$ cat src/hdl/lgos_pkg.sv
// Shared types, widths, constants and helpers of the lane gap obstacle scanner.
// No dependencies; compiled first.
`default_nettype none

package lgos_pkg;

  localparam int unsigned PIX_W      = 8;
  localparam int unsigned COL_W      = 10;
  localparam int unsigned ROW_W      = 10;
  localparam int unsigned EDGE_W     = 14;
  localparam int unsigned BRIGHT_W   = 10;
  localparam int unsigned DARK_W     = 11;
  localparam int unsigned SUM4_W     = 10;
  localparam int unsigned SUM5_W     = 11;
  localparam int unsigned HIST_DEPTH = 4;
  localparam int unsigned CFG_IDX_W  = 3;
  localparam int unsigned CFG_DATA_W = 11;

  // columns at or above this are never scanned
  localparam int unsigned MAX_LINE = 1024;

  localparam logic [EDGE_W-1:0] NO_HIT      = EDGE_W'(9999);
  localparam logic [COL_W-1:0]  EDGE_OFFSET = COL_W'(5);

  localparam logic [ROW_W-1:0]    ROW_START_RST = ROW_W'(130);
  localparam logic [ROW_W-1:0]    ROW_STOP_RST  = ROW_W'(90);
  localparam logic [COL_W-1:0]    COL_START_RST = COL_W'(220);
  localparam logic [COL_W-1:0]    COL_STOP_RST  = COL_W'(20);
  localparam logic [BRIGHT_W-1:0] BRIGHT_RST    = BRIGHT_W'(80);
  localparam logic [DARK_W-1:0]   DARK_RST      = DARK_W'(20);

  typedef enum logic [1:0] {
    PH_RIGHT = 2'd0,
    PH_GAP   = 2'd1,
    PH_LEFT  = 2'd2
  } phase_e;

  typedef enum logic [CFG_IDX_W-1:0] {
    CFG_ROW_START = 3'd0,
    CFG_ROW_STOP  = 3'd1,
    CFG_COL_START = 3'd2,
    CFG_COL_STOP  = 3'd3,
    CFG_BRIGHT    = 3'd4,
    CFG_DARK      = 3'd5
  } cfg_idx_e;

  typedef struct packed {
    logic [ROW_W-1:0]    row_start;
    logic [ROW_W-1:0]    row_stop;
    logic [COL_W-1:0]    col_start;
    logic [COL_W-1:0]    col_stop;
    logic [BRIGHT_W-1:0] bright_thr;
    logic [DARK_W-1:0]   dark_thr;
  } cfg_t;

  typedef struct packed {
    logic [PIX_W-1:0] pixel;
    logic [COL_W-1:0] column;
    logic [ROW_W-1:0] row;
    logic             last_in_frame;
  } item_t;

  typedef struct packed {
    logic              found;
    logic [EDGE_W-1:0] right_edge;
    logic [EDGE_W-1:0] left_edge;
    logic [ROW_W-1:0]  hit_row;
  } result_t;

  // column minus offset, saturating at zero
  function automatic logic [EDGE_W-1:0] edge_of(input logic [COL_W-1:0] col);
    logic [COL_W-1:0] diff;
    diff = col - EDGE_OFFSET;
    return (col >= EDGE_OFFSET) ? EDGE_W'(diff) : '0;
  endfunction

endpackage

`default_nettype wire

$ cat src/hdl/lgos_if.sv
// Valid/ready channel interfaces for the pixel input and the result output.
// Depends on lgos_pkg for field widths.
`default_nettype none

interface lgos_in_if;
  logic                          valid;
  logic                          ready;
  logic [lgos_pkg::PIX_W-1:0]    pixel;
  logic [lgos_pkg::COL_W-1:0]    column;
  logic [lgos_pkg::ROW_W-1:0]    row;
  logic                          last_in_frame;

  modport source (output valid, output pixel, output column, output row,
                  output last_in_frame, input ready);
  modport sink   (input valid, input pixel, input column, input row,
                  input last_in_frame, output ready);
endinterface

interface lgos_out_if;
  logic                          valid;
  logic                          ready;
  logic                          found;
  logic [lgos_pkg::EDGE_W-1:0]   right_edge;
  logic [lgos_pkg::EDGE_W-1:0]   left_edge;
  logic [lgos_pkg::ROW_W-1:0]    hit_row;

  modport source (output valid, output found, output right_edge, output left_edge,
                  output hit_row, input ready);
  modport sink   (input valid, input found, input right_edge, input left_edge,
                  input hit_row, output ready);
endinterface

`default_nettype wire

$ cat src/hdl/lgos_scan.sv
// Scan core: pixel history, three-phase gap search and frame bookkeeping.
// Depends on lgos_pkg.
`default_nettype none

module lgos_scan (
  input  wire logic              clk_i,
  input  wire logic              rst_ni,
  input  wire logic              step_i,
  input  wire lgos_pkg::item_t   item_i,
  input  wire lgos_pkg::cfg_t    cfg_i,
  output logic                   emit_o,
  output lgos_pkg::result_t      result_o
);
  import lgos_pkg::*;

  logic [PIX_W-1:0] hist_q [HIST_DEPTH];
  logic [PIX_W-1:0] hist_d [HIST_DEPTH];
  phase_e           phase_q, phase_d, phase_eff;
  logic [COL_W-1:0] hold_q, hold_d;
  logic             done_q, done_d;

  logic [SUM4_W-1:0] sum4;
  logic [SUM5_W-1:0] sum5;
  logic              in_rows, in_cols, scan, bright, dark, hit;

  assign sum4 = SUM4_W'(item_i.pixel) + SUM4_W'(hist_q[0])
              + SUM4_W'(hist_q[1]) + SUM4_W'(hist_q[2]);
  assign sum5 = SUM5_W'(sum4) + SUM5_W'(hist_q[3]);

  assign in_rows = (item_i.row <= cfg_i.row_start) && (item_i.row > cfg_i.row_stop);
  assign in_cols = (item_i.column <= cfg_i.col_start) && (item_i.column > cfg_i.col_stop)
                && (32'(item_i.column) < MAX_LINE);
  assign scan    = !done_q && in_rows && in_cols;

  assign bright = sum4 > cfg_i.bright_thr;
  assign dark   = sum5 < cfg_i.dark_thr;

  // row restart at col_start; spare code behaves as right-line search
  always_comb begin
    if ((item_i.column == cfg_i.col_start) ||
        ((phase_q != PH_GAP) && (phase_q != PH_LEFT))) begin
      phase_eff = PH_RIGHT;
    end else begin
      phase_eff = phase_q;
    end
  end

  assign hit = scan && (phase_eff == PH_LEFT) && bright;

  // next state
  always_comb begin
    phase_d = phase_q;
    hold_d  = hold_q;
    done_d  = done_q;
    if (scan) begin
      case (phase_eff)
        PH_RIGHT: begin
          phase_d = bright ? PH_GAP : PH_RIGHT;
          if (bright) hold_d = item_i.column;
        end
        PH_GAP: begin
          phase_d = dark ? PH_LEFT : PH_GAP;
        end
        PH_LEFT: begin
          phase_d = PH_LEFT;
          if (bright) done_d = 1'b1;
        end
        default: begin
          phase_d = PH_RIGHT;
        end
      endcase
    end
    hist_d[0] = item_i.pixel;
    for (int i = 1; i < HIST_DEPTH; i++) begin
      hist_d[i] = hist_q[i-1];
    end
    if (item_i.last_in_frame) begin
      phase_d = PH_RIGHT;
      hold_d  = '0;
      done_d  = 1'b0;
      for (int i = 0; i < HIST_DEPTH; i++) begin
        hist_d[i] = '0;
      end
    end
  end

  // outputs: a match, or the not-found result at frame end
  always_comb begin
    emit_o = hit || (item_i.last_in_frame && !done_q);
    if (hit) begin
      result_o.found      = 1'b1;
      result_o.right_edge = edge_of(hold_q);
      result_o.left_edge  = edge_of(item_i.column);
      result_o.hit_row    = item_i.row;
    end else begin
      result_o.found      = 1'b0;
      result_o.right_edge = NO_HIT;
      result_o.left_edge  = NO_HIT;
      result_o.hit_row    = '0;
    end
  end

  always_ff @(posedge clk_i or negedge rst_ni) begin
    if (!rst_ni) begin
      phase_q <= PH_RIGHT;
      hold_q  <= '0;
      done_q  <= 1'b0;
      for (int i = 0; i < HIST_DEPTH; i++) begin
        hist_q[i] <= '0;
      end
    end else if (step_i) begin
      phase_q <= phase_d;
      hold_q  <= hold_d;
      done_q  <= done_d;
      for (int i = 0; i < HIST_DEPTH; i++) begin
        hist_q[i] <= hist_d[i];
      end
    end
  end

endmodule

`default_nettype wire

$ cat src/hdl/lane_gap_obstacle_scanner_top.sv
// Top level of the lane gap obstacle scanner: config registers, input register,
// result register and handshakes. Depends on lgos_pkg, lgos_if and lgos_scan.
//
// Usage:
//   in_chan_i carries one mask pixel per request with its column, row and an
//   end-of-frame flag; rows come right to left, bottom to top.
//   res_chan_o carries at most one result per frame: the first gap match, or a
//   not-found result (both edges 9999, row 0) on the frame's last pixel.
//   Config registers are written through cfg_we_i / cfg_idx_i / cfg_wdata_i,
//   one per cycle; the user must write them only while no request is in
//   flight (the block does not enforce this); unknown indexes are ignored.
// Timing:
//   One pixel per clock sustained, except while a result waits as below. A
//   request is held in the input register, is scanned there, and its result
//   is captured in the result register, which drives res_chan_o.
//   When the receiver stalls, pixels that produce no result keep flowing; a
//   pixel that produces a result waits in the input register until the result
//   register frees, and in_chan_i.ready drops only then.
// Reset:
//   Clears history, phase and frame status, loads default config registers
//   (rows 130..91, columns 220..21, bright 80, dark 20) and empties both
//   stages.
`default_nettype none

module lane_gap_obstacle_scanner_top (
  input  wire logic                          clk_i,
  input  wire logic                          rst_ni,
  lgos_in_if.sink                            in_chan_i,
  lgos_out_if.source                         res_chan_o,
  input  wire logic                          cfg_we_i,
  input  wire logic [lgos_pkg::CFG_IDX_W-1:0]  cfg_idx_i,
  input  wire logic [lgos_pkg::CFG_DATA_W-1:0] cfg_wdata_i
);
  import lgos_pkg::*;

  cfg_t    cfg_q;
  logic    s1_valid_q;
  item_t   s1_item_q;
  logic    out_valid_q;
  result_t out_res_q;

  logic    emit;
  result_t scan_res;
  logic    out_free, s1_adv, in_ready, in_take;

  // configuration writes
  always_ff @(posedge clk_i or negedge rst_ni) begin
    if (!rst_ni) begin
      cfg_q.row_start  <= ROW_START_RST;
      cfg_q.row_stop   <= ROW_STOP_RST;
      cfg_q.col_start  <= COL_START_RST;
      cfg_q.col_stop   <= COL_STOP_RST;
      cfg_q.bright_thr <= BRIGHT_RST;
      cfg_q.dark_thr   <= DARK_RST;
    end else if (cfg_we_i) begin
      case (cfg_idx_i)
        CFG_ROW_START: cfg_q.row_start  <= cfg_wdata_i[ROW_W-1:0];
        CFG_ROW_STOP:  cfg_q.row_stop   <= cfg_wdata_i[ROW_W-1:0];
        CFG_COL_START: cfg_q.col_start  <= cfg_wdata_i[COL_W-1:0];
        CFG_COL_STOP:  cfg_q.col_stop   <= cfg_wdata_i[COL_W-1:0];
        CFG_BRIGHT:    cfg_q.bright_thr <= cfg_wdata_i[BRIGHT_W-1:0];
        CFG_DARK:      cfg_q.dark_thr   <= cfg_wdata_i[DARK_W-1:0];
        default: ;
      endcase
    end
  end

  assign out_free = !out_valid_q || res_chan_o.ready;
  assign s1_adv   = s1_valid_q && (!emit || out_free);
  assign in_ready = !s1_valid_q || s1_adv;
  assign in_take  = in_chan_i.valid && in_ready;

  assign in_chan_i.ready = in_ready;

  lgos_scan u_scan (
    .clk_i    (clk_i),
    .rst_ni   (rst_ni),
    .step_i   (s1_adv),
    .item_i   (s1_item_q),
    .cfg_i    (cfg_q),
    .emit_o   (emit),
    .result_o (scan_res)
  );

  // input register
  always_ff @(posedge clk_i or negedge rst_ni) begin
    if (!rst_ni) begin
      s1_valid_q <= 1'b0;
    end else if (in_ready) begin
      s1_valid_q <= in_chan_i.valid;
    end
  end

  always_ff @(posedge clk_i) begin
    if (in_take) begin
      s1_item_q.pixel         <= in_chan_i.pixel;
      s1_item_q.column        <= in_chan_i.column;
      s1_item_q.row           <= in_chan_i.row;
      s1_item_q.last_in_frame <= in_chan_i.last_in_frame;
    end
  end

  // result register
  always_ff @(posedge clk_i or negedge rst_ni) begin
    if (!rst_ni) begin
      out_valid_q <= 1'b0;
    end else if (s1_adv && emit) begin
      out_valid_q <= 1'b1;
    end else if (res_chan_o.ready) begin
      out_valid_q <= 1'b0;
    end
  end

  always_ff @(posedge clk_i) begin
    if (s1_adv && emit) begin
      out_res_q <= scan_res;
    end
  end

  assign res_chan_o.valid      = out_valid_q;
  assign res_chan_o.found      = out_res_q.found;
  assign res_chan_o.right_edge = out_res_q.right_edge;
  assign res_chan_o.left_edge  = out_res_q.left_edge;
  assign res_chan_o.hit_row    = out_res_q.hit_row;

endmodule

`default_nettype wire
$ cat src/flat_wrapper.sv
// flat-port wrapper written by rule: the top's interface ports become plain ports
module lane_gap_obstacle_scanner_top_flat import lgos_pkg::*;
  (clk_i, rst_ni, cfg_we_i, cfg_idx_i, cfg_wdata_i, in_chan_i_valid, in_chan_i_pixel, in_chan_i_column, in_chan_i_row, in_chan_i_last_in_frame, in_chan_i_ready, res_chan_o_valid, res_chan_o_found, res_chan_o_right_edge, res_chan_o_left_edge, res_chan_o_hit_row, res_chan_o_ready);
  lgos_in_if in_chan_i_i ();
  lgos_out_if res_chan_o_i ();
  input  wire logic clk_i;
  input  wire logic rst_ni;
  input  wire logic cfg_we_i;
  input  wire logic [lgos_pkg::CFG_IDX_W-1:0] cfg_idx_i;
  input  wire logic [lgos_pkg::CFG_DATA_W-1:0] cfg_wdata_i;
  input wire logic [$bits(in_chan_i_i.valid)-1:0] in_chan_i_valid;
  input wire logic [$bits(in_chan_i_i.pixel)-1:0] in_chan_i_pixel;
  input wire logic [$bits(in_chan_i_i.column)-1:0] in_chan_i_column;
  input wire logic [$bits(in_chan_i_i.row)-1:0] in_chan_i_row;
  input wire logic [$bits(in_chan_i_i.last_in_frame)-1:0] in_chan_i_last_in_frame;
  output wire logic [$bits(in_chan_i_i.ready)-1:0] in_chan_i_ready;
  output wire logic [$bits(res_chan_o_i.valid)-1:0] res_chan_o_valid;
  output wire logic [$bits(res_chan_o_i.found)-1:0] res_chan_o_found;
  output wire logic [$bits(res_chan_o_i.right_edge)-1:0] res_chan_o_right_edge;
  output wire logic [$bits(res_chan_o_i.left_edge)-1:0] res_chan_o_left_edge;
  output wire logic [$bits(res_chan_o_i.hit_row)-1:0] res_chan_o_hit_row;
  input wire logic [$bits(res_chan_o_i.ready)-1:0] res_chan_o_ready;
  assign in_chan_i_i.valid = in_chan_i_valid;
  assign in_chan_i_i.pixel = in_chan_i_pixel;
  assign in_chan_i_i.column = in_chan_i_column;
  assign in_chan_i_i.row = in_chan_i_row;
  assign in_chan_i_i.last_in_frame = in_chan_i_last_in_frame;
  assign in_chan_i_ready = in_chan_i_i.ready;
  assign res_chan_o_valid = res_chan_o_i.valid;
  assign res_chan_o_found = res_chan_o_i.found;
  assign res_chan_o_right_edge = res_chan_o_i.right_edge;
  assign res_chan_o_left_edge = res_chan_o_i.left_edge;
  assign res_chan_o_hit_row = res_chan_o_i.hit_row;
  assign res_chan_o_i.ready = res_chan_o_ready;
  lane_gap_obstacle_scanner_top u_core (.clk_i(clk_i), .rst_ni(rst_ni), .in_chan_i(in_chan_i_i), .res_chan_o(res_chan_o_i), .cfg_we_i(cfg_we_i), .cfg_idx_i(cfg_idx_i), .cfg_wdata_i(cfg_wdata_i));
endmodule
$ cat config.mk
export PLATFORM = sky130hd
export DESIGN_NAME = lane_gap_obstacle_scanner_top_flat
export DESIGN_NICKNAME = d
export VERILOG_FILES = /design/src/hdl/lgos_pkg.sv /design/src/hdl/lgos_if.sv /design/src/hdl/lgos_scan.sv /design/src/hdl/lane_gap_obstacle_scanner_top.sv /design/src/flat_wrapper.sv
export SDC_FILE = /design/constraint.sdc
export NUM_CORES = 1
export LEC_CHECK = 0
export BUFFER_PORTS_ARGS = -buffer_cell sky130_fd_sc_hd__buf_2
export CAP_MARGIN = 20
export CELL_PAD_IN_SITES_DETAIL_PLACEMENT = 1
export CELL_PAD_IN_SITES_GLOBAL_PLACEMENT = 1
export CORE_UTILIZATION = 52
export CTS_BUF_LIST = sky130_fd_sc_hd__clkbuf_16
export CTS_CLUSTER_DIAMETER = 60
export DETAILED_ROUTE_END_ITERATION = 8
export GPL_TIMING_DRIVEN = 0
export HOLD_SLACK_MARGIN = 0.05
export PLACE_DENSITY_LB_ADDON = 0.12
export SYNTH_ARGS = -nofsm -noshare
export SYNTH_HDL_FRONTEND = slang
export SYNTH_SLANG_ARGS = --single-unit
$ cat constraint.sdc
create_clock -name clk_i -period 15.2 [get_ports clk_i]
set_clock_uncertainty 0.1 [all_clocks]
set_input_delay 1.52 -clock clk_i [delete_from_list [all_inputs] [get_ports clk_i]]
set_output_delay 1.52 -clock clk_i [all_outputs]
set_load 0.005 [all_outputs]
==> results.toml, run 1 <==
[synthesis]
synthArstFlopShare = 0.639
avgSynthCellArea_um2 = 10.8
synth_seq_area_share = 0.479
ys.flop_type = "dfrtp_1"
syn-cell-area_um2 = 9520
ys_seq_elements = 169
yosys-top-cells-area = "dfrtp_1 24%, edfxtp_1 19%, ha_1 12%"
ys_warn_count = 0
yosysTopAreaCellShare = 0.239
synth_edf_count = 61
synth_top_area_cell = "dfrtp_1"
netlist_instances = 880
ys_types = 63

[clock_tree]
clock-root-buffer = "clkbuf_16"
clock_latency_ns = 0.43
hold_buffers = 0
tritoncts = "yes"
cts_max_level = 4
cts.sinks = 169
numCtsBuffers = 17
cts_setup_buffers = 0
cts.repair.resized = 0
clockBufferDepth = 2
clk_pin_slew_ns = 0.07

[route]
detail_route.wirelength_mm = 24.0
postRouteAntennaNets = 0
routed_via_density = 5.57
first_pass_iters = 4
drtIter0Drc = 266
vias = 6855
wl_per_cell_um = 19.5
drcViolationCount = 0

[setup_path]
crit_type = "flop to output port"
crit_fanout = 3
cp-end-kind = "output port"
crit_required_ns = 13.58
critPathLaunchType = "flop"
r2r_cells = 25
crit_arrival_ns = 5.62

[run]
maxCapViolations = 0

[placed_design]
dp_hpwl_mm = 17.6
io_buffer_count = 82
dpl.cell_count = 1198
place_congestion = 0.795

[floorplan]
row_count = 49
ios = 89
start_util = 0.530
die_y_um = 137
die_w_um = 137
core_um2 = 18000
dieArea_um2 = 18900

[sta]
period_needed_ns = 7.24
setup_viol_count_final = 0
fin_crit_sh = 0.476
maxSlewViolCount = 0
hold_violations = 0
hold_ws_ns = 0.387
worstMarginPinSlew_ns = 0.909
fmax_mhz = 138
setup_tns_ns = 0
maxSlewHeadroom = 0.392
rsz0062_at_grt = "false"

[grt]
antenna_found_initial = 0
grt_remaining_overflow = 0
grt_pass1_vias = 7371
gr-usage-all-layers = 0.275
grt_pass1_wl_mm = 38.7
grt_max_degree = 96

[cells_and_area]
finish.utilization = 0.610
drive_gt1_frac = 0.206
num-nets-final = 1136
final_cells = 1230
syn2layout_area_growth_pct = 15.1
n_antenna_cell = 0
num-fill-cells = 1970

[pwr]
p_per_area_nw_per_um2 = 134
irDropWorstVdd_mv = 0.0827
p_leak_nw = 4.97

[status]
status = "completed"

[hold_path]
hold_class = "flop to flop"
hold_depth = 2
kinds of logic (layout without fill, tap and decap cells):
kind of cell,Yosys count,in the layout,share of synthesized area
mux,26,26,0.0306
buf+inv,150,268,0.0683
simple gates,209,209,0.111
xor+xnor,35,35,0.0322
compound gates,190,190,0.139
other cells,1,4,0.000394
flops,169,169,0.479
fa+ha+maj,100,100,0.140
worst paths after layout:
kind	end	slack (ns)	startpoint
setup / recovery	in_chan_i_ready	7.96	u_core.u_scan.hist_q[24]
hold / removal	u_core.u_scan.hist_q[22]	0.39	u_core.u_scan.hist_q[22]
setup reg to reg	u_core.res_chan_o.left_edge[1]	8.64	u_core.u_scan.hist_q[24]
hold reg to reg	u_core.u_scan.hist_q[22]	0.39	u_core.u_scan.hist_q[22]
max in group asynchronous	u_core.cfg_q[17]	13.46	rst_ni
min in group asynchronous	u_core.cfg_q[46]	0.81	rst_ni
worst max-delay path: stages (launching register included):
cell      delay [ns]
dfrtp_1         0.38
ha_1            0.18
inv_1           0.05
fa_1            0.41
inv_1           0.07
a21oi_1         0.07
o21ai_0         0.32
xnor2_1         0.15
fa_1            0.50
inv_1           0.05
ha_1            0.33
o21ai_0         0.09
nand2b_1        0.11
a21o_1          0.19
a21oi_1         0.22
o21a_1          0.23
inv_1           0.06
ha_1            0.31
nand2_1         0.05
o21ai_0         0.50
o21bai_1        0.29
nor4_4          0.29
o211ai_1        0.17
buf_2           0.16
power breakdown:
part           total [W]  switching, W  internal [W]
sequential      0.000560     0.0000288      0.000531
combinational   0.000427      0.000248      0.000179
clock           0.000483      0.000190      0.000292
cell usage after synthesis (2+ instances only):
cell	number
a211oi_1	7
a21o_1	19
a21oi_1	24
a221o_1	2
a22o_1	12
a31oi_1	3
and2_1	10
buf_4	11
buf_6	6
clkbuf_1	12
dfrtp_1	91
dfstp_2	17
edfxtp_1	61
fa_1	11
ha_1	89
inv_1	119
mux2_2	25
nand2_1	90
nand2b_1	28
nand3_1	3
nand4_1	10
nand4b_1	2
nor2_1	29
nor2b_1	8
nor3_1	9
nor3b_1	2
nor3b_2	2
nor4_1	4
o21ai_0	70
o21ai_1	14
o21bai_1	4
o31ai_1	6
o31ai_2	13
o41ai_1	3
or3_1	3
xnor2_1	24
xor2_1	11
metrics by stage:
step	setup slack [ns]	cell area (um2)	power [W]
after floorplan	9.02	9530	0.000864
after global placement	7.59	10200	0.000962
after detailed placement	8.33	10300	0.000990
after CTS	7.87	11000	0.00148
after global routing	7.42	11000	0.00156
final	7.96	11000	0.00147
registers in the layout (all words and copies together), names as in the netlist:
register	count
u_core.u_scan.done_q	1
u_core.res_chan_o.right_edge	10
u_core.res_chan_o.left_edge	11
u_core.res_chan_o.found	1
u_core.u_scan.phase_q	2
u_core.s1_valid_q	1
u_core.u_scan.hist_q	32
u_core.cfg_q	61
u_core.res_chan_o.hit_row	10
u_core.u_scan.hold_q	10
u_core.s1_item_q	29
u_core.res_chan_o.valid	1
cells in the final DEF (no fill, tap or decap), types with 3 or more instances in the layout:
cell type / n
buf_4: 11
and2_1: 10
a31oi_1: 3
a21o_1: 19
nand2_1: 90
bufinv_16: 5
nor2b_1: 8
ha_1: 89
buf_2: 84
edfxtp_1: 61
o31ai_2: 13
nand4_1: 10
inv_1: 119
nor3_1: 9
mux2_2: 25
a22o_1: 12
conb_1: 4
nor4_1: 4
nor2_1: 28
nand3_1: 3
buf_6: 7
fa_1: 11
o31ai_1: 6
a211oi_1: 7
o21ai_0: 70
inv_6: 3
o41ai_1: 3
or3_1: 3
a21oi_1: 24
o21ai_1: 14
dfstp_2: 17
clkbuf_16: 17
clkinv_4: 3
xor2_1: 11
o21bai_1: 4
xnor2_1: 24
clkbuf_1: 12
nand2b_1: 28
dfrtp_1: 91
metal layers:
layer	track usage	vias to the layer above	wire, um
met5	0	-	0
met3	0.0394	44	767
li1	-	3227	-
met2	0.494	129	12400
met4	0.0965	0	520
met1	0.336	3455	10300
cell type report:
cell class	count	area [um2]	share of cell area
multi-input cells	564	4330	0.396
flip-flops and latches	169	4560	0.416
repair buffers	86	482	0.0440
clock buffers	17	425	0.0388
well taps	229	287	0.0262
clock inverters	15	223	0.0203
plain buffers	30	200	0.0183
inverters	120	450	0.0411
Note: power is estimated with default switching activity, not from simulation.
==> run 2: changes to the inputs <==
ABC_AREA = 1   (was unset)
CORE_UTILIZATION = 42   (was 52)
clock period = 5.85 ns   (was 15.2 ns; I/O delays follow)
==> run 2 against run 1 <==
Effect of this change:
- flip-flop and latch count unchanged
- sequential share of layout area decreased by 1.9 points
- count of clock-buffer cells in the layout grew 1
- largest power group is now combinational cells
==> results.toml, run 2 <==
[sta]
setup_viol_count_final = 0
fmax_mhz = 178
maxSlewViolCount = 0
fin_crit_sh = 0.961
worstMarginPinSlew_ns = 0.617
setup_tns_ns = 0
hold_violations = 0
maxSlewHeadroom = 0.588
period_needed_ns = 5.62

[grt]
gr-usage-all-layers = 0.218
grt_pass1_vias = 8041
antenna_found_initial = 0
grt_pass1_wl_mm = 40.5
grt_remaining_overflow = 0
grt_max_degree = 58

[route]
routed_via_density = 5.00
vias = 7532
wl_per_cell_um = 15.9
drtIter0Drc = 230
drcViolationCount = 0
detail_route.wirelength_mm = 24.0
postRouteAntennaNets = 0
first_pass_iters = 4

[pwr]
p_per_area_nw_per_um2 = 387
p_int_w = 0.00280
power.switching_w = 0.00165
combPwrFrac = 0.385
power_frac_clock = 0.267
p_sw_frac = 0.370
p_leak_nw = 5.60
irDropWorstVdd_mv = 0.252
pwr-share-seq = 0.348

[clock_tree]
clock_latency_ns = 0.43
clockBufferDepth = 2
tritoncts = "yes"
cts.sinks = 169
clock-root-buffer = "clkbuf_16"
numCtsBuffers = 17
clk_pin_slew_ns = 0.07
cts_max_level = 4

[synthesis]
ys_types = 45
synth_seq_area_share = 0.470
synth_edf_count = 61
synthArstFlopShare = 0.639
ys_warn_count = 0
synth_top_area_cell = "dfrtp_1"
synth_commonest_cells = "219 x nand2_1, 199 x inv_1, 91 x dfrtp_1"
ys_seq_elements = 169
ys.flop_type = "dfrtp_1"
netlist_instances = 1084
synth_most_common_cell = "nand2_1"
yosysTopAreaCellShare = 0.235
syn-cell-area_um2 = 9690
yosys-top-cells-area = "dfrtp_1 23%, edfxtp_1 19%, ha_1 11%"
avgSynthCellArea_um2 = 8.94

[hold_path]
hold_class = "primary input to flop"
hp-start = "in_chan_i_row[2]"
min_to = "u_core.s1_item_q[3]"
hold_depth = 1

[setup_path]
r2r-start = "u_core.u_scan.hist_q[26]"
crit_arrival_ns = 4.93
r2r-end = "u_core.u_scan.phase_q[0]"
cp-end-kind = "output port"
crit_top_cell = "nand3_2"
r2r_cells = 28
critPathSlowestCell = "fa_1"
crit_fanout = 5
critPathLaunchType = "flop"
crit_type = "flop to output port"
rrSetupSlack_ns = 0.30
crit_required_ns = 5.16
max_stage_delay_ns = 0.45

[cells_and_area]
multiInputGateArea_um2 = 4380
largest-register = "u_core.cfg_q"
finish.utilization = 0.507
largest_reg_flops = 61
final_cell_mix = "218 x nand2_1, 201 x inv_1, 91 x dfrtp_1, 87 x buf_2, 84 x o21ai_0"
num-nets-final = 1357
largestRegisters = "u_core.cfg_q (61), u_core.u_scan.hist_q (32), u_core.s1_item_q (29)"
n_antenna_cell = 0
num-fill-cells = 2671
syn2layout_area_growth_pct = 18.5
drive_gt1_frac = 0.187
regArea_um2 = 4560
final_common_cell = "nand2_1"

[run]
maxCapViolations = 0

[floorplan]
core_um2 = 22600
start_util = 0.428
ios = 89
row_count = 55
die_w_um = 154
dieArea_um2 = 23700
die_y_um = 154

[placed_design]
place_congestion = 0.813
dp_hpwl_mm = 17.7
io_buffer_count = 84

[status]
status = "completed"
-- run 2: cell types whose count changed after synthesis, moves of 13 or more --
cell	before	now
nand2_1	90	219
inv_1	119	199
nand3_1	3	41
nor2_1	29	64
nand2b_1	28	0
mux2_2	25	0
a21oi_1	24	45
o21ai_0	70	87
xnor2_1	24	7
a21o_1	19	5
o31ai_2	13	0
-- run 2: how the worst max path moves through the flow --
stage,end,slack [ns],start
after floorplan,u_core.res_chan_o.found,0.36,u_core.u_scan.hist_q[24]
after detailed placement,u_core.res_chan_o.hit_row[6],-0.50,u_core.u_scan.hist_q[24]
after global routing,in_chan_i_ready,-0.02,u_core.s1_item_q[21]
after CTS,in_chan_i_ready,0.02,u_core.s1_item_q[21]
final,in_chan_i_ready,0.23,u_core.s1_item_q[21]
after global placement,u_core.res_chan_o.hit_row[6],-0.86,u_core.u_scan.hist_q[24]
-- run 2: through the flow --
stage	cell area (um2)	instances	power, W	hold WS, ns	setup slack, ns
finish	11500	1507	0.00444	0.221	0.230
global route	11500	1507	0.00482	0.201	-0.0249
CTS	11300	1494	0.00439	0.206	0.0240
detailed placement	10600	1459	0.00315	0.373	-0.500
global placement	10500	1456	0.00307	0.368	-0.858
floorplan	9710	1087	0.00270	0.189	0.357
-- run 2: per-layer routing --
metal | share of wire | track usage | up-vias
met4 | 0.0065 | 0.0414 | 0
met3 | 0.021 | 0.0347 | 11
li1 | - | - | 3719
met5 | 0 | 0 | -
met1 | 0.46 | 0.277 | 3725
met2 | 0.51 | 0.393 | 77
-- run 2: critical path: cells and delay by family (launching register included) --
kind / cells / cell delay [ns]
flip-flops: 1 / 0.36
AO/OA/AOI/OAI: 7 / 1.07
AND/OR/NAND/NOR: 9 / 0.95
buffers and inverters: 4 / 0.38
adder cells (fa/ha/maj): 5 / 1.54
XOR/XNOR: 1 / 0.18
-- run 2: power by group through the flow --
stage	clock network [W]	registers [W]	logic, W
floorplan	0	0.00153	0.00117
global placement	0	0.00157	0.00150
detailed placement	0	0.00157	0.00158
CTS	0.00121	0.00155	0.00163
global route	0.00126	0.00157	0.00199
finish	0.00119	0.00155	0.00171
-- run 2: repair_timing --
action	4_1_cts	5_1_grt
endpoints found under the hold margin	36	0
buffers inserted	2	13
hold buffers	1	0
setup endpoints to repair	64	64
pin swaps	4	19
resized for setup	12	25
-- run 2: cells by family (layout without fill, tap and decap cells) --
family          after synthesis  after routing  share of synthesized area
simple gates                370            370                      0.164
buf+inv                     236            371                     0.0982
compound gates              182            182                      0.106
flops                       169            169                      0.470
fa+ha+maj                   100            100                      0.138
xor+xnor                     26             26                     0.0235
other cells                   1              4                   0.000387
-- run 2: cell type report --
class / instances / share of cell area
Multi-Input combinational cell: 682 / 0.381
Timing Repair Buffer: 103 / 0.0550
Buffer: 35 / 0.0172
Inverter: 201 / 0.0660
Sequential cell: 169 / 0.397
Clock buffer: 18 / 0.0392
Tap cell: 285 / 0.0310
Clock inverter: 14 / 0.0138
==> run 3: changes to the inputs <==
RECOVER_POWER = 100   (was unset)
==> run 3 against run 2 <==
Effect of this change:
- the run now ends with max-capacitance violations, max-slew violations left
- design area fell by 0.39%
- routed wire length is essentially flat
- flip-flop and latch count unchanged
- largest power group unchanged
- global-route usage unchanged
- count of clock-buffer cells in the layout stayed put
- core utilization fell by 0.20 points
- first-iteration DRC count up 0.43%
- critical endpoint unchanged
- power decreased by 0.12%
==> results.toml, run 3 (synthesis results as in run 2) <==
[floorplan]
row_count = 55
core_um2 = 22600
start_util = 0.428
dieArea_um2 = 23700
die_w_um = 154
die_y_um = 154
ios = 89

[placed_design]
dpl.cell_count = 1459
io_buffer_count = 84
dp_hpwl_mm = 17.7
place_congestion = 0.813
pre_cts_slack_ns = -0.500

[route]
drcViolationCount = 0
routed_via_density = 5.00
first_pass_iters = 4
vias = 7528
detail_route.wirelength_mm = 24.0
drtIter0Drc = 231
postRouteAntennaNets = 0
wl_per_cell_um = 15.9

[clock_tree]
cts_max_level = 4
cts.sinks = 169
clock_latency_ns = 0.43
clockBufferDepth = 2
clk_pin_slew_ns = 0.07
tritoncts = "yes"
clock-root-buffer = "clkbuf_16"
numCtsBuffers = 17

[cells_and_area]
final_cell_mix = "218 x nand2_1, 201 x inv_1, 91 x dfrtp_1, 84 x o21ai_0, 83 x ha_1"
syn2layout_area_growth_pct = 18.0
multiInputGateArea_um2 = 4380
num-nets-final = 1357
drive_gt1_frac = 0.177
regArea_um2 = 4560
largestRegisters = "u_core.cfg_q (61), u_core.u_scan.hist_q (32), u_core.s1_item_q (29)"
n_antenna_cell = 0
num-fill-cells = 2681
final_cells = 1507
largest_reg_flops = 61
largest-register = "u_core.cfg_q"
final_common_cell = "nand2_1"

[setup_path]
crit_arrival_ns = 4.94
r2r-start = "u_core.u_scan.hist_q[26]"
rrSetupSlack_ns = 0.30
cp-end-kind = "output port"
r2r_cells = 28
crit_fanout = 5
r2r-end = "u_core.u_scan.phase_q[0]"
crit_required_ns = 5.16
crit_type = "flop to output port"
critPathLaunchType = "flop"

[sta]
maxSlewViolCount = 111
setup_viol_count_final = 0
fin_crit_sh = 0.961
maxSlewHeadroom = -0.941
hold_violations = 0
setup_slack_ns = 0.227
worstMarginPinSlew_ns = 2.91
hold_ws_ns = 0.223
period_needed_ns = 5.62
setup_tns_ns = 0
fmax_mhz = 178

[grt]
grt_pass1_wl_mm = 40.5
gr-usage-all-layers = 0.218
grt_remaining_overflow = 0
grt_pass1_vias = 8041
grt_max_degree = 58
antenna_found_initial = 0

[hold_path]
hold_class = "primary input to flop"
hp-start = "in_chan_i_row[2]"
hold_depth = 1
min_to = "u_core.s1_item_q[3]"

[run]
maxCapViolations = 2

[status]
violations = "max-capacitance violations, max-slew violations"
status = "finished with violations"

[pwr]
finalPower_w = 0.00444
irDropWorstVdd_mv = 0.252
p_leak_nw = 5.56
p_per_area_nw_per_um2 = 388
run 3: changes by cell type in the layout (fill, tap and decap cells not counted), sizes merged:
| cell | before | now |
|---|---|---|
| buf | 118 | 101 |
| clkbuf | 37 | 54 |
run 3: worst max-delay path, cell delays in order, from the launching register on:
cell and delay (ns):
edfxtp_1 0.36, ha_2 0.20, inv_1 0.06, fa_2 0.40
o21ai_4 0.20, xor2_2 0.19, fa_1 0.45, inv_2 0.08
ha_4 0.22, a21oi_2 0.13, o21ai_2 0.08, a21oi_1 0.12
o21bai_1 0.12, a21o_1 0.22, a21oi_4 0.20, inv_1 0.09
ha_4 0.27, nand2_2 0.07, nor2_4 0.15, nand3_2 0.10
nand3_2 0.10, nand2_1 0.09, nor2_4 0.15, nand3_4 0.10
nand2_4 0.11, nand3_2 0.08, buf_2 0.15
run 3: power by group:
| part | switching (W) | leakage [nW] | internal (W) |
|---|---|---|---|
| registers | 0.000124 | 1.90 | 0.00142 |
| logic | 0.00103 | 3.35 | 0.000679 |
| clock network | 0.000492 | 0.303 | 0.000693 |
| total | 0.00164 | 5.56 | 0.00279 |
run 3: cell type report:
class                   count  share of cell area
plain buffers              35              0.0173
clock buffers              18              0.0394
clock inverters            14              0.0139
inverters                 201              0.0663
multi-input cells         682               0.383
flip-flops and latches    169               0.398
well taps                 285              0.0312
repair buffers            103              0.0513
run 3: routing by layer:
| layer | up-vias | part of all wire | GRT usage |
|---|---|---|---|
| met1 | 3719 | 0.46 | 0.277 |
| met3 | 14 | 0.025 | 0.0347 |
| met5 | - | 0 | 0 |
| met4 | 0 | 0.0069 | 0.0414 |
| li1 | 3718 | - | - |
| met2 | 77 | 0.51 | 0.393 |
run 3: repair_timing:
item,in CTS,in global routing
resized for setup,12,25
gates cloned,0,0
pin swaps,4,19
buffers inserted,2,13
hold buffers,1,0
hold endpoints to repair,36,0
endpoints found under the setup margin,64,64
run 3: worst max path at each step:
stage / to / from / cells after the start
detailed placement: u_core.res_chan_o.hit_row[6] / u_core.u_scan.hist_q[24] / 28
CTS: in_chan_i_ready / u_core.s1_item_q[21] / 26
finish: in_chan_i_ready / u_core.s1_item_q[21] / 26
global placement: u_core.res_chan_o.hit_row[6] / u_core.u_scan.hist_q[24] / 27
global route: in_chan_i_ready / u_core.s1_item_q[21] / 26
floorplan: u_core.res_chan_o.found / u_core.u_scan.hist_q[24] / 27
run 3: stage by stage:
stage,area [um2],utilization
2_1_floorplan,9710,-
3_3_place_gp,10500,0.463
3_5_place_dp,10600,0.467
4_1_cts,11300,0.497
5_1_grt,11400,0.505
6_report,11400,0.505
